`config.mk`:
```
export PLATFORM = sky130hd
export DESIGN_NAME = temperature_reading_statistics_core
export DESIGN_NICKNAME = d
export VERILOG_FILES = /design/src/hdl/trs_pkg.sv /design/src/hdl/temperature_reading_statistics_core.sv
export SDC_FILE = /design/constraint.sdc
export NUM_CORES = 1
export LEC_CHECK = 0
export BUFFER_PORTS_ARGS = -buffer_cell sky130_fd_sc_hd__buf_2
export CAP_MARGIN = 20
export CORE_MARGIN = 2
export CORE_UTILIZATION = 45
export CTS_CLUSTER_SIZE = 25
export DETAILED_ROUTE_END_ITERATION = 8
export HOLD_SLACK_MARGIN = 0.15
export PLACE_DENSITY = 0.69
export SYNTH_ARGS = -nofsm -noshare
export SYNTH_HDL_FRONTEND = slang
export SYNTH_SLANG_ARGS = --single-unit
```
`constraint.sdc`:
```
create_clock -name aclk -period 8 [get_ports aclk]
set_input_delay 2.4 -clock aclk [delete_from_list [all_inputs] [get_ports aclk]]
set_output_delay 2.4 -clock aclk [all_outputs]
set_load 0.05 [all_outputs]
```
`src/hdl/trs_pkg.sv`:
```
// Package for the temperature reading statistics core.
// Holds the controller state type, register indexes and fixed field widths.
// No dependencies.
`timescale 1ns / 1ps
`default_nettype none

package trs_pkg;

    // Fixed widths of the result and register fields.
    localparam int THR_W     = 15;
    localparam int CNT_OUT_W = 8;
    localparam int AVG_W     = 15;
    localparam int CFG_IDX_W = 2;

    // Configuration register indexes.
    localparam logic [CFG_IDX_W-1:0] REG_WARN  = 2'd0;
    localparam logic [CFG_IDX_W-1:0] REG_CRIT  = 2'd1;
    localparam logic [CFG_IDX_W-1:0] REG_ALERT = 2'd2;

    // Category counter slots.
    localparam int CAT_NORMAL   = 0;
    localparam int CAT_WARNING  = 1;
    localparam int CAT_CRITICAL = 2;
    localparam int CAT_SHUTDOWN = 3;
    localparam int CAT_NUM      = 4;

    // Reset values of the thresholds.
    localparam logic [THR_W-1:0] WARN_RESET  = 15'd400;
    localparam logic [THR_W-1:0] CRIT_RESET  = 15'd640;
    localparam logic [THR_W-1:0] ALERT_RESET = 15'd720;

    typedef enum logic [2:0] {
        ST_IDLE = 3'b001,
        ST_DIV  = 3'b010,
        ST_SEND = 3'b100
    } trs_state_t;

endpackage : trs_pkg

`default_nettype wire

```
`src/hdl/temperature_reading_statistics_core.sv`:
```
// Temperature reading statistics core: run statistics with an iterative divider.
// Depends on trs_pkg for the state type, register indexes and field widths.
//
// Channel   Direction  Handshake          Payload
// s_        in         s_tvalid/s_tready  s_tdata: sample; s_tlast: last sample of the run
// m_        out        m_tvalid/m_tready  m_tdata: one summary word per run
// cfg_      in         cfg_wr_en          cfg_addr selects the threshold, cfg_wr_data
//
// A word without tlast only updates the run state, so a run streams at one word a cycle.
// A word with tlast starts the average division: a restoring divider that settles one
// quotient bit a cycle, then ST_SEND loads the output register once it is free;
// s_tready is low for that whole time.
// While the summary waits in the output register the next run is already accepted;
// only a further summary stalls until the previous one is taken.
// Reset (aresetn low, synchronous) restores the thresholds and clears the run state.
`timescale 1ns / 1ps
`default_nettype none

module temperature_reading_statistics_core
    import trs_pkg::*;
#(
    parameter int MAX_SAMPLES = 128,
    parameter int SAMPLE_BITS = 16
) (
    input  wire                                      aclk,
    input  wire                                      aresetn,
    // Configuration write port.
    input  wire                                      cfg_wr_en,
    input  wire  [CFG_IDX_W-1:0]                     cfg_addr,
    input  wire  [THR_W-1:0]                         cfg_wr_data,
    // Sample stream.
    input  wire                                      s_tvalid,
    output logic                                     s_tready,
    // s_tdata fields from bit 0 up: sample (SAMPLE_BITS, signed), zero padding.
    input  wire  [((SAMPLE_BITS+7)/8)*8-1:0]         s_tdata,
    input  wire                                      s_tlast,
    // Summary stream.
    output logic                                     m_tvalid,
    input  wire                                      m_tready,
    // m_tdata fields from bit 0 up: valid_total (8), error_total (8),
    // min_value (SAMPLE_BITS), max_value (SAMPLE_BITS), average_value (15),
    // normal_total (8), warning_total (8), critical_total (8), shutdown_total (8),
    // alert_found (1), alert_position (8), zero padding.
    output logic [((72+2*SAMPLE_BITS+7)/8)*8-1:0]    m_tdata
);

    // Count width holds MAX_SAMPLES itself; the sum holds MAX_SAMPLES largest samples.
    localparam int CW      = $clog2(MAX_SAMPLES + 1);
    localparam int SW      = SAMPLE_BITS - 1 + CW;
    localparam int IW      = $clog2(SW);
    localparam int CMPW    = 33;
    localparam int RAW_W   = 72 + 2 * SAMPLE_BITS;
    localparam int OUT_W   = ((RAW_W + 7) / 8) * 8;
    localparam int AVG_LSB = 16 + 2 * SAMPLE_BITS;

    localparam logic signed [SAMPLE_BITS-1:0] MIN_SENT = {1'b0, {(SAMPLE_BITS-1){1'b1}}};
    localparam logic signed [SAMPLE_BITS-1:0] MAX_SENT = {1'b1, {(SAMPLE_BITS-1){1'b0}}};

    function automatic logic [CNT_OUT_W-1:0] to_cnt8(input logic [CW-1:0] v);
        logic [CW+CNT_OUT_W-1:0] w;
        w = {{CNT_OUT_W{1'b0}}, v};
        return w[CNT_OUT_W-1:0];
    endfunction

    // Thresholds.
    logic [THR_W-1:0] warn_thr_reg, crit_thr_reg, alert_thr_reg;

    // Run state.
    logic [CW-1:0]                  pos_reg, pos_next;
    logic [CW-1:0]                  valid_cnt_reg, valid_cnt_next, valid_upd;
    logic [CW-1:0]                  err_cnt_reg, err_cnt_next, err_upd;
    logic signed [SAMPLE_BITS-1:0]  min_reg, min_next, min_upd;
    logic signed [SAMPLE_BITS-1:0]  max_reg, max_next, max_upd;
    logic [SW-1:0]                  sum_reg, sum_next, sum_upd;
    logic [CW-1:0]                  cat_reg [CAT_NUM];
    logic [CW-1:0]                  cat_next [CAT_NUM];
    logic [CW-1:0]                  cat_upd [CAT_NUM];
    logic                           found_reg, found_next, found_upd;
    logic [CW-1:0]                  apos_reg, apos_next, apos_upd;

    // Control, divider and output.
    trs_state_t        state_reg, state_next;
    logic [IW-1:0]     iter_reg, iter_next;
    logic [CW-1:0]     div_rem_reg, div_rem_next;
    logic [CW-1:0]     div_den_reg, div_den_next;
    logic [SW-1:0]     div_quo_reg, div_quo_next;
    logic [OUT_W-1:0]  pend_reg, pend_next;
    logic              m_tvalid_reg, m_tvalid_next;
    logic [OUT_W-1:0]  m_tdata_reg, m_tdata_next;

    // Datapath helpers.
    logic                           in_acc, in_range, is_valid;
    logic signed [SAMPLE_BITS-1:0]  smp;
    logic [CMPW-1:0]                smp_ext, warn_ext, crit_ext, alert_ext;
    logic [SW-1:0]                  smp_sum_ext;
    logic [CW:0]                    trial, diff;
    logic                           ge;
    logic [SW+AVG_W-1:0]            avg_wide;
    logic [AVG_W-1:0]               avg15;
    logic [OUT_W-1:0]               avg_field;
    logic [RAW_W-1:0]               raw_word;
    logic [OUT_W+7:0]               raw_ext;
    logic                           out_free;

    assign s_tready = (state_reg == ST_IDLE);
    assign m_tvalid = m_tvalid_reg;
    assign m_tdata  = m_tdata_reg;
    assign in_acc   = s_tvalid && s_tready;
    assign out_free = !m_tvalid_reg || m_tready;

    assign smp         = s_tdata[SAMPLE_BITS-1:0];
    assign is_valid    = !smp[SAMPLE_BITS-1];
    assign in_range    = (pos_reg < CW'(MAX_SAMPLES));
    assign smp_ext     = {{(CMPW-SAMPLE_BITS){1'b0}}, smp};
    assign warn_ext    = {{(CMPW-THR_W){1'b0}}, warn_thr_reg};
    assign crit_ext    = {{(CMPW-THR_W){1'b0}}, crit_thr_reg};
    assign alert_ext   = {{(CMPW-THR_W){1'b0}}, alert_thr_reg};
    assign smp_sum_ext = {{CW{1'b0}}, smp[SAMPLE_BITS-2:0]};

    // Statistics as they stand after the current word.
    always_comb begin
        pos_next  = pos_reg;
        valid_upd = valid_cnt_reg;
        err_upd   = err_cnt_reg;
        min_upd   = min_reg;
        max_upd   = max_reg;
        sum_upd   = sum_reg;
        found_upd = found_reg;
        apos_upd  = apos_reg;
        for (int i = 0; i < CAT_NUM; i++) begin
            cat_upd[i] = cat_reg[i];
        end
        if (in_range) begin
            pos_next = pos_reg + 1'b1;
            if (!is_valid) begin
                err_upd = err_cnt_reg + 1'b1;
            end else begin
                valid_upd = valid_cnt_reg + 1'b1;
                if (smp < min_reg) begin
                    min_upd = smp;
                end
                if (smp > max_reg) begin
                    max_upd = smp;
                end
                sum_upd = sum_reg + smp_sum_ext;
                if (smp_ext < warn_ext) begin
                    cat_upd[CAT_NORMAL] = cat_reg[CAT_NORMAL] + 1'b1;
                end else if (smp_ext < crit_ext) begin
                    cat_upd[CAT_WARNING] = cat_reg[CAT_WARNING] + 1'b1;
                end else begin
                    cat_upd[CAT_CRITICAL] = cat_reg[CAT_CRITICAL] + 1'b1;
                end
                if (smp_ext == '0) begin
                    cat_upd[CAT_SHUTDOWN] = cat_reg[CAT_SHUTDOWN] + 1'b1;
                end
                if (!found_reg && (smp_ext >= alert_ext)) begin
                    found_upd = 1'b1;
                    apos_upd  = pos_next;
                end
            end
        end
    end

    // Summary word with the average field left at zero; the divider fills it in.
    always_comb begin
        raw_word = {to_cnt8(found_upd ? apos_upd : '0), found_upd,
                    to_cnt8(cat_upd[CAT_SHUTDOWN]), to_cnt8(cat_upd[CAT_CRITICAL]),
                    to_cnt8(cat_upd[CAT_WARNING]), to_cnt8(cat_upd[CAT_NORMAL]),
                    {AVG_W{1'b0}}, max_upd, min_upd,
                    to_cnt8(err_upd), to_cnt8(valid_upd)};
        raw_ext  = {{(OUT_W+8-RAW_W){1'b0}}, raw_word};
    end

    // One restoring division step: one quotient bit per cycle.
    assign trial = {div_rem_reg, div_quo_reg[SW-1]};
    assign ge    = (trial >= {1'b0, div_den_reg});
    assign diff  = trial - {1'b0, div_den_reg};

    // An empty run divides by zero; its average is defined as zero.
    assign avg_wide  = {{AVG_W{1'b0}}, (div_den_reg == '0) ? '0 : div_quo_reg};
    assign avg15     = avg_wide[AVG_W-1:0];
    assign avg_field = {{(OUT_W-AVG_W){1'b0}}, avg15} << AVG_LSB;

    always_comb begin
        state_next     = state_reg;
        iter_next      = iter_reg;
        div_rem_next   = div_rem_reg;
        div_den_next   = div_den_reg;
        div_quo_next   = div_quo_reg;
        pend_next      = pend_reg;
        m_tvalid_next  = m_tvalid_reg && !m_tready;
        m_tdata_next   = m_tdata_reg;
        valid_cnt_next = valid_cnt_reg;
        err_cnt_next   = err_cnt_reg;
        min_next       = min_reg;
        max_next       = max_reg;
        sum_next       = sum_reg;
        found_next     = found_reg;
        apos_next      = apos_reg;
        for (int i = 0; i < CAT_NUM; i++) begin
            cat_next[i] = cat_reg[i];
        end

        case (state_reg)
            ST_IDLE: begin
                if (in_acc) begin
                    if (s_tlast) begin
                        // Snapshot the run and clear it for the next one.
                        pend_next      = raw_ext[OUT_W-1:0];
                        div_rem_next   = '0;
                        div_den_next   = valid_upd;
                        div_quo_next   = sum_upd;
                        iter_next      = IW'(SW - 1);
                        state_next     = ST_DIV;
                        valid_cnt_next = '0;
                        err_cnt_next   = '0;
                        min_next       = MIN_SENT;
                        max_next       = MAX_SENT;
                        sum_next       = '0;
                        found_next     = 1'b0;
                        apos_next      = '0;
                        for (int i = 0; i < CAT_NUM; i++) begin
                            cat_next[i] = '0;
                        end
                    end else begin
                        valid_cnt_next = valid_upd;
                        err_cnt_next   = err_upd;
                        min_next       = min_upd;
                        max_next       = max_upd;
                        sum_next       = sum_upd;
                        found_next     = found_upd;
                        apos_next      = apos_upd;
                        for (int i = 0; i < CAT_NUM; i++) begin
                            cat_next[i] = cat_upd[i];
                        end
                    end
                end
            end
            ST_DIV: begin
                div_rem_next = ge ? diff[CW-1:0] : trial[CW-1:0];
                div_quo_next = {div_quo_reg[SW-2:0], ge};
                if (iter_reg == '0) begin
                    state_next = ST_SEND;
                end else begin
                    iter_next = iter_reg - 1'b1;
                end
            end
            ST_SEND: begin
                if (out_free) begin
                    m_tvalid_next = 1'b1;
                    m_tdata_next  = pend_reg | avg_field;
                    state_next    = ST_IDLE;
                end
            end
            default: begin
                state_next = ST_IDLE;
            end
        endcase
    end

    always_ff @(posedge aclk) begin
        if (!aresetn) begin
            warn_thr_reg  <= WARN_RESET;
            crit_thr_reg  <= CRIT_RESET;
            alert_thr_reg <= ALERT_RESET;
            state_reg     <= ST_IDLE;
            m_tvalid_reg  <= 1'b0;
            pos_reg       <= '0;
            valid_cnt_reg <= '0;
            err_cnt_reg   <= '0;
            min_reg       <= MIN_SENT;
            max_reg       <= MAX_SENT;
            sum_reg       <= '0;
            found_reg     <= 1'b0;
            apos_reg      <= '0;
            for (int i = 0; i < CAT_NUM; i++) begin
                cat_reg[i] <= '0;
            end
        end else begin
            if (cfg_wr_en) begin
                case (cfg_addr)
                    REG_WARN:  warn_thr_reg  <= cfg_wr_data;
                    REG_CRIT:  crit_thr_reg  <= cfg_wr_data;
                    REG_ALERT: alert_thr_reg <= cfg_wr_data;
                    default: begin
                    end
                endcase
            end
            state_reg     <= state_next;
            m_tvalid_reg  <= m_tvalid_next;
            if (in_acc) begin
                pos_reg <= s_tlast ? '0 : pos_next;
            end
            valid_cnt_reg <= valid_cnt_next;
            err_cnt_reg   <= err_cnt_next;
            min_reg       <= min_next;
            max_reg       <= max_next;
            sum_reg       <= sum_next;
            found_reg     <= found_next;
            apos_reg      <= apos_next;
            for (int i = 0; i < CAT_NUM; i++) begin
                cat_reg[i] <= cat_next[i];
            end
        end
    end

    // Datapath registers without reset.
    always_ff @(posedge aclk) begin
        iter_reg    <= iter_next;
        div_rem_reg <= div_rem_next;
        div_den_reg <= div_den_next;
        div_quo_reg <= div_quo_next;
        pend_reg    <= pend_next;
        m_tdata_reg <= m_tdata_next;
    end

    // The run position never passes the sample limit.
    a_pos_bound: assert property (@(posedge aclk) disable iff (!aresetn)
        pos_reg <= CW'(MAX_SAMPLES))
        else $error("run position beyond sample limit");

    // Every counted word is either valid or an error.
    a_count_sum: assert property (@(posedge aclk) disable iff (!aresetn)
        ({1'b0, valid_cnt_reg} + {1'b0, err_cnt_reg}) == {1'b0, pos_reg})
        else $error("valid and error counts do not add up to the position");

    // A last word always starts the divider.
    a_last_divides: assert property (@(posedge aclk) disable iff (!aresetn)
        in_acc && s_tlast |=> state_reg == ST_DIV)
        else $error("last word did not start the division");

    // A summary only appears when the divider hands it over.
    a_out_source: assert property (@(posedge aclk) disable iff (!aresetn)
        $rose(m_tvalid_reg) |-> $past(state_reg == ST_SEND))
        else $error("summary word appeared without a finished division");

endmodule : temperature_reading_statistics_core

`default_nettype wire
```
==> results.toml <==
[worst_hold_path]
hp-class = "flip-flop to flip-flop"
worst_hold_startpoint = "pend_reg[10]$_DFFE_PP_"
terminating_pin_of_the_worst_hold_path = "m_tdata[10]$_DFFE_PP_"
timing.hold.worst_path_depth = 0

[placed_design]
port_buffers = 144
hpwl_um = 30100
gp_congestion = 0.878

[timing]
maxSlewViolCount = 0
worst-slew-pin-transition_ns = 0.977
finalCriticalPeriod_ns = 4.95
timing_hold_violations_final = 0
fmax_ghz = 0.202
unrepaired_setup_endpoints_after_global_routing = "false"
final.hold.worst_slack_ns = 0.417
final-setup-viol-count = 0
tns_ns = 0
finalCritPeriodShare_pct = 61.9
timing.clock.skew_ns = 0.0207
max_slew_margin_pct = 34.7

[cells_and_area]
max_ffs_per_register = 104
final_layout_size_suffix_gt1_share_pct = 15.3
fillers = 3612
finalNetCount = 2014
final_common_cell = "sky130_fd_sc_hd__edfxtp_1"
core_utilization_of_the_finished_layout_pct = 52.3
antennaDiodeCount = 0
layout_common_cells = "229 x sky130_fd_sc_hd__edfxtp_1, 208 x sky130_fd_sc_hd__nand2_1, 169 x sky130_fd_sc_hd__dfxtp_1"
syn2layout_area_growth_pct = 14.3

[floorplanning]
row_count = 74
design.core.area_sq_um = 41000
floorplan.io_pins = 145
die_h_um = 208
dieWidth_um = 208
die_area_sq_um = 43400
initial_cell_density_of_the_core_pct = 45.8

[clock_tree]
cts_buffer_depth = 3
clock-sinks = 398
post_cts_buffers = 0
worst_setup_hold_path_clk_slew_ns = 0.06
cts_root_buf = "sky130_fd_sc_hd__clkbuf_16"
cts-htree-levels = 2
postCtsHoldBufs = 0
clkLatencyLatePin_ns = 0.57
cts-buffers-inserted = 43
cts_resized = 0
cts_tree = "built"

[drt]
post_drt_wl_per_cell_um = 18.7
drc = 0
finalWirelength_um = 45400
via_per_inst = 5.64
drt_pre_antenna_iters = 5
drt.antenna.violating_nets = 0
drt_iter0_drc = 1094
total_via_count_after_detailed_routing = 13700

[worst_setup_path]
worst-r2r-setup-slack_ns = 4.83
timing.critical_path.required_ns = 8.44
reg2regPathDepth = 9
crit-reg2reg-capture = "cat_reg[2][4]$_SDFFE_PN0P_"
cp-start-kind = "input pin"
worstSetupEndpointType = "flip-flop"
critical_path_peak_fanout = 12
regToRegStartpoint = "warn_thr_reg[13]$_SDFFE_PN0P_"
timing.setup.critical_path_class = "input pin to flip-flop"
timing.critical_path.arrival_ns = 5.40

[synth]
synthFlopType = "sky130_fd_sc_hd__edfxtp_1"
synth_edf_count = 229
synth_cells = 1737
synth_cell_type_count = 90
yosys.area.top_type_share_pct = 36.6
ys_async_sr_fraction_pct = 0
mappedNetlistNets = 1883
post_synth_main_area_contributors = "sky130_fd_sc_hd__edfxtp_1 37%, sky130_fd_sc_hd__dfxtp_1 18%, sky130_fd_sc_hd__ha_1 7.0%"
postSynthAreaPerCell_sq_um = 10.8
syn_area_sq_um = 18800
ys_seq_elements = 398
synthDominantAreaCellType = "sky130_fd_sc_hd__edfxtp_1"
synth.yosys.warnings = 0
synth-seq-area-share_pct = 54.6

[grt]
grtUsageMet1_pct = 28.1
grt_use_total_pct = 20.8
grt_pass1_vias = 13200
globalRouteMet2Util_pct = 33.2
antenna_found_initial = 1
use_met3_pct = 4.74
grt_start_max_net_pins = 80
busiest_layer = "met2"
grt_overflow_total = 0
grt_first_pass_wirelength_um = 71500

[status]
run_status = "complete, no violations"

[power_and_ir_drop]
max-vdd-ir-drop_mv = 0.152
p_leak_uw = 0.00825
p_total_uw = 4850
power_density_nw_per_um2 = 226

[run]
count_of_maximum_capacitance_violations = 0
==> cell usage after synthesis (23+ instances only) <==
library cell and number:
sky130_fd_sc_hd__ha_1 105, sky130_fd_sc_hd__o21ai_0 59, sky130_fd_sc_hd__nand2_1 208, sky130_fd_sc_hd__clkbuf_1 60
sky130_fd_sc_hd__o31ai_1 24, sky130_fd_sc_hd__mux2_2 23, sky130_fd_sc_hd__dfxtp_1 169, sky130_fd_sc_hd__xor2_1 32
sky130_fd_sc_hd__nand4_1 37, sky130_fd_sc_hd__xnor2_1 34, sky130_fd_sc_hd__edfxtp_1 229, sky130_fd_sc_hd__nor2_1 104
sky130_fd_sc_hd__inv_1 101, sky130_fd_sc_hd__a21oi_1 112, sky130_fd_sc_hd__nand3_1 36
==> per-layer routing <==
| layer | part of all wire (%) | wire length [um] | up-vias |
|---|---|---|---|
| li1 | - | - | 6633 |
| met1 | 44 | 20100 | 6626 |
| met2 | 46 | 21100 | 393 |
| met3 | 6.7 | 3050 | 83 |
| met4 | 2.5 | 1140 | 0 |
| met5 | 0 | 0 | - |
==> how the worst max path moves through the flow <==
stage / start / slack (ns) / cells after the start / to
floorplan: s_tlast / 0.18 / 7 / apos_reg[3]$_SDFFE_PN0P_
global placement: aresetn / 2.57 / 6 / max_reg[13]$_SDFFE_PN0P_
detailed placement: s_tdata[14] / 2.49 / 9 / cat_reg[2][4]$_SDFFE_PN0P_
CTS: s_tdata[14] / 3.07 / 9 / cat_reg[2][4]$_SDFFE_PN0P_
global route: s_tdata[14] / 2.90 / 9 / cat_reg[2][5]$_SDFFE_PN0P_
finish: s_tdata[14] / 3.05 / 9 / cat_reg[2][4]$_SDFFE_PN0P_
==> logic make-up after synthesis <==
group           after synthesis  synth area share (%)
simple gates                533                  14.1
compound gates              393                  13.9
flops                       398                  54.6
mux                          57                  3.28
buf+inv                     183                  3.82
fa+ha+maj                   107                  7.21
xor+xnor                     66                  3.08
==> worst max-delay path, cell delays in order <==
cell and delay, ns:
sky130_fd_sc_hd__buf_2 0.23, sky130_fd_sc_hd__ha_1 0.37, sky130_fd_sc_hd__o211a_1 0.16, sky130_fd_sc_hd__a2111oi_2 0.05, sky130_fd_sc_hd__nor4_2 0.31, sky130_fd_sc_hd__nor4b_4 0.81, sky130_fd_sc_hd__o2111ai_1 0.39, sky130_fd_sc_hd__or2_1 0.35
sky130_fd_sc_hd__a221o_1 0.32
==> metrics by stage <==
stage | setup slack (ns) | area, sq um | cells
floorplan | 0.184 | 18800 | 1737
global placement | 2.57 | 20000 | 2352
detailed placement | 2.49 | 20000 | 2352
CTS | 3.07 | 21400 | 2431
global route | 2.90 | 21500 | 2434
finish | 3.05 | 21500 | 2434
==> final cells by class <==
type                    instances  area (sq um)  area share, %
repair buffers                167           920           4.29
inverters                     102           383           1.78
clock buffers                  55          1200           5.61
well taps                     532           666           3.10
clock inverters                24           179          0.834
multi-input cells            1156          7850           36.6
flip-flops and latches        398         10300           47.8
==> power breakdown <==
group	leakage [uW]	internal (uW)	switching, uW	total, uW
logic	0.00411	186	381	567
registers	0.00348	2290	57.6	2350
clock network	0.000665	1130	804	1930
total	0.00825	3610	1240	4850
Note: power is estimated with default switching activity, not from simulation.
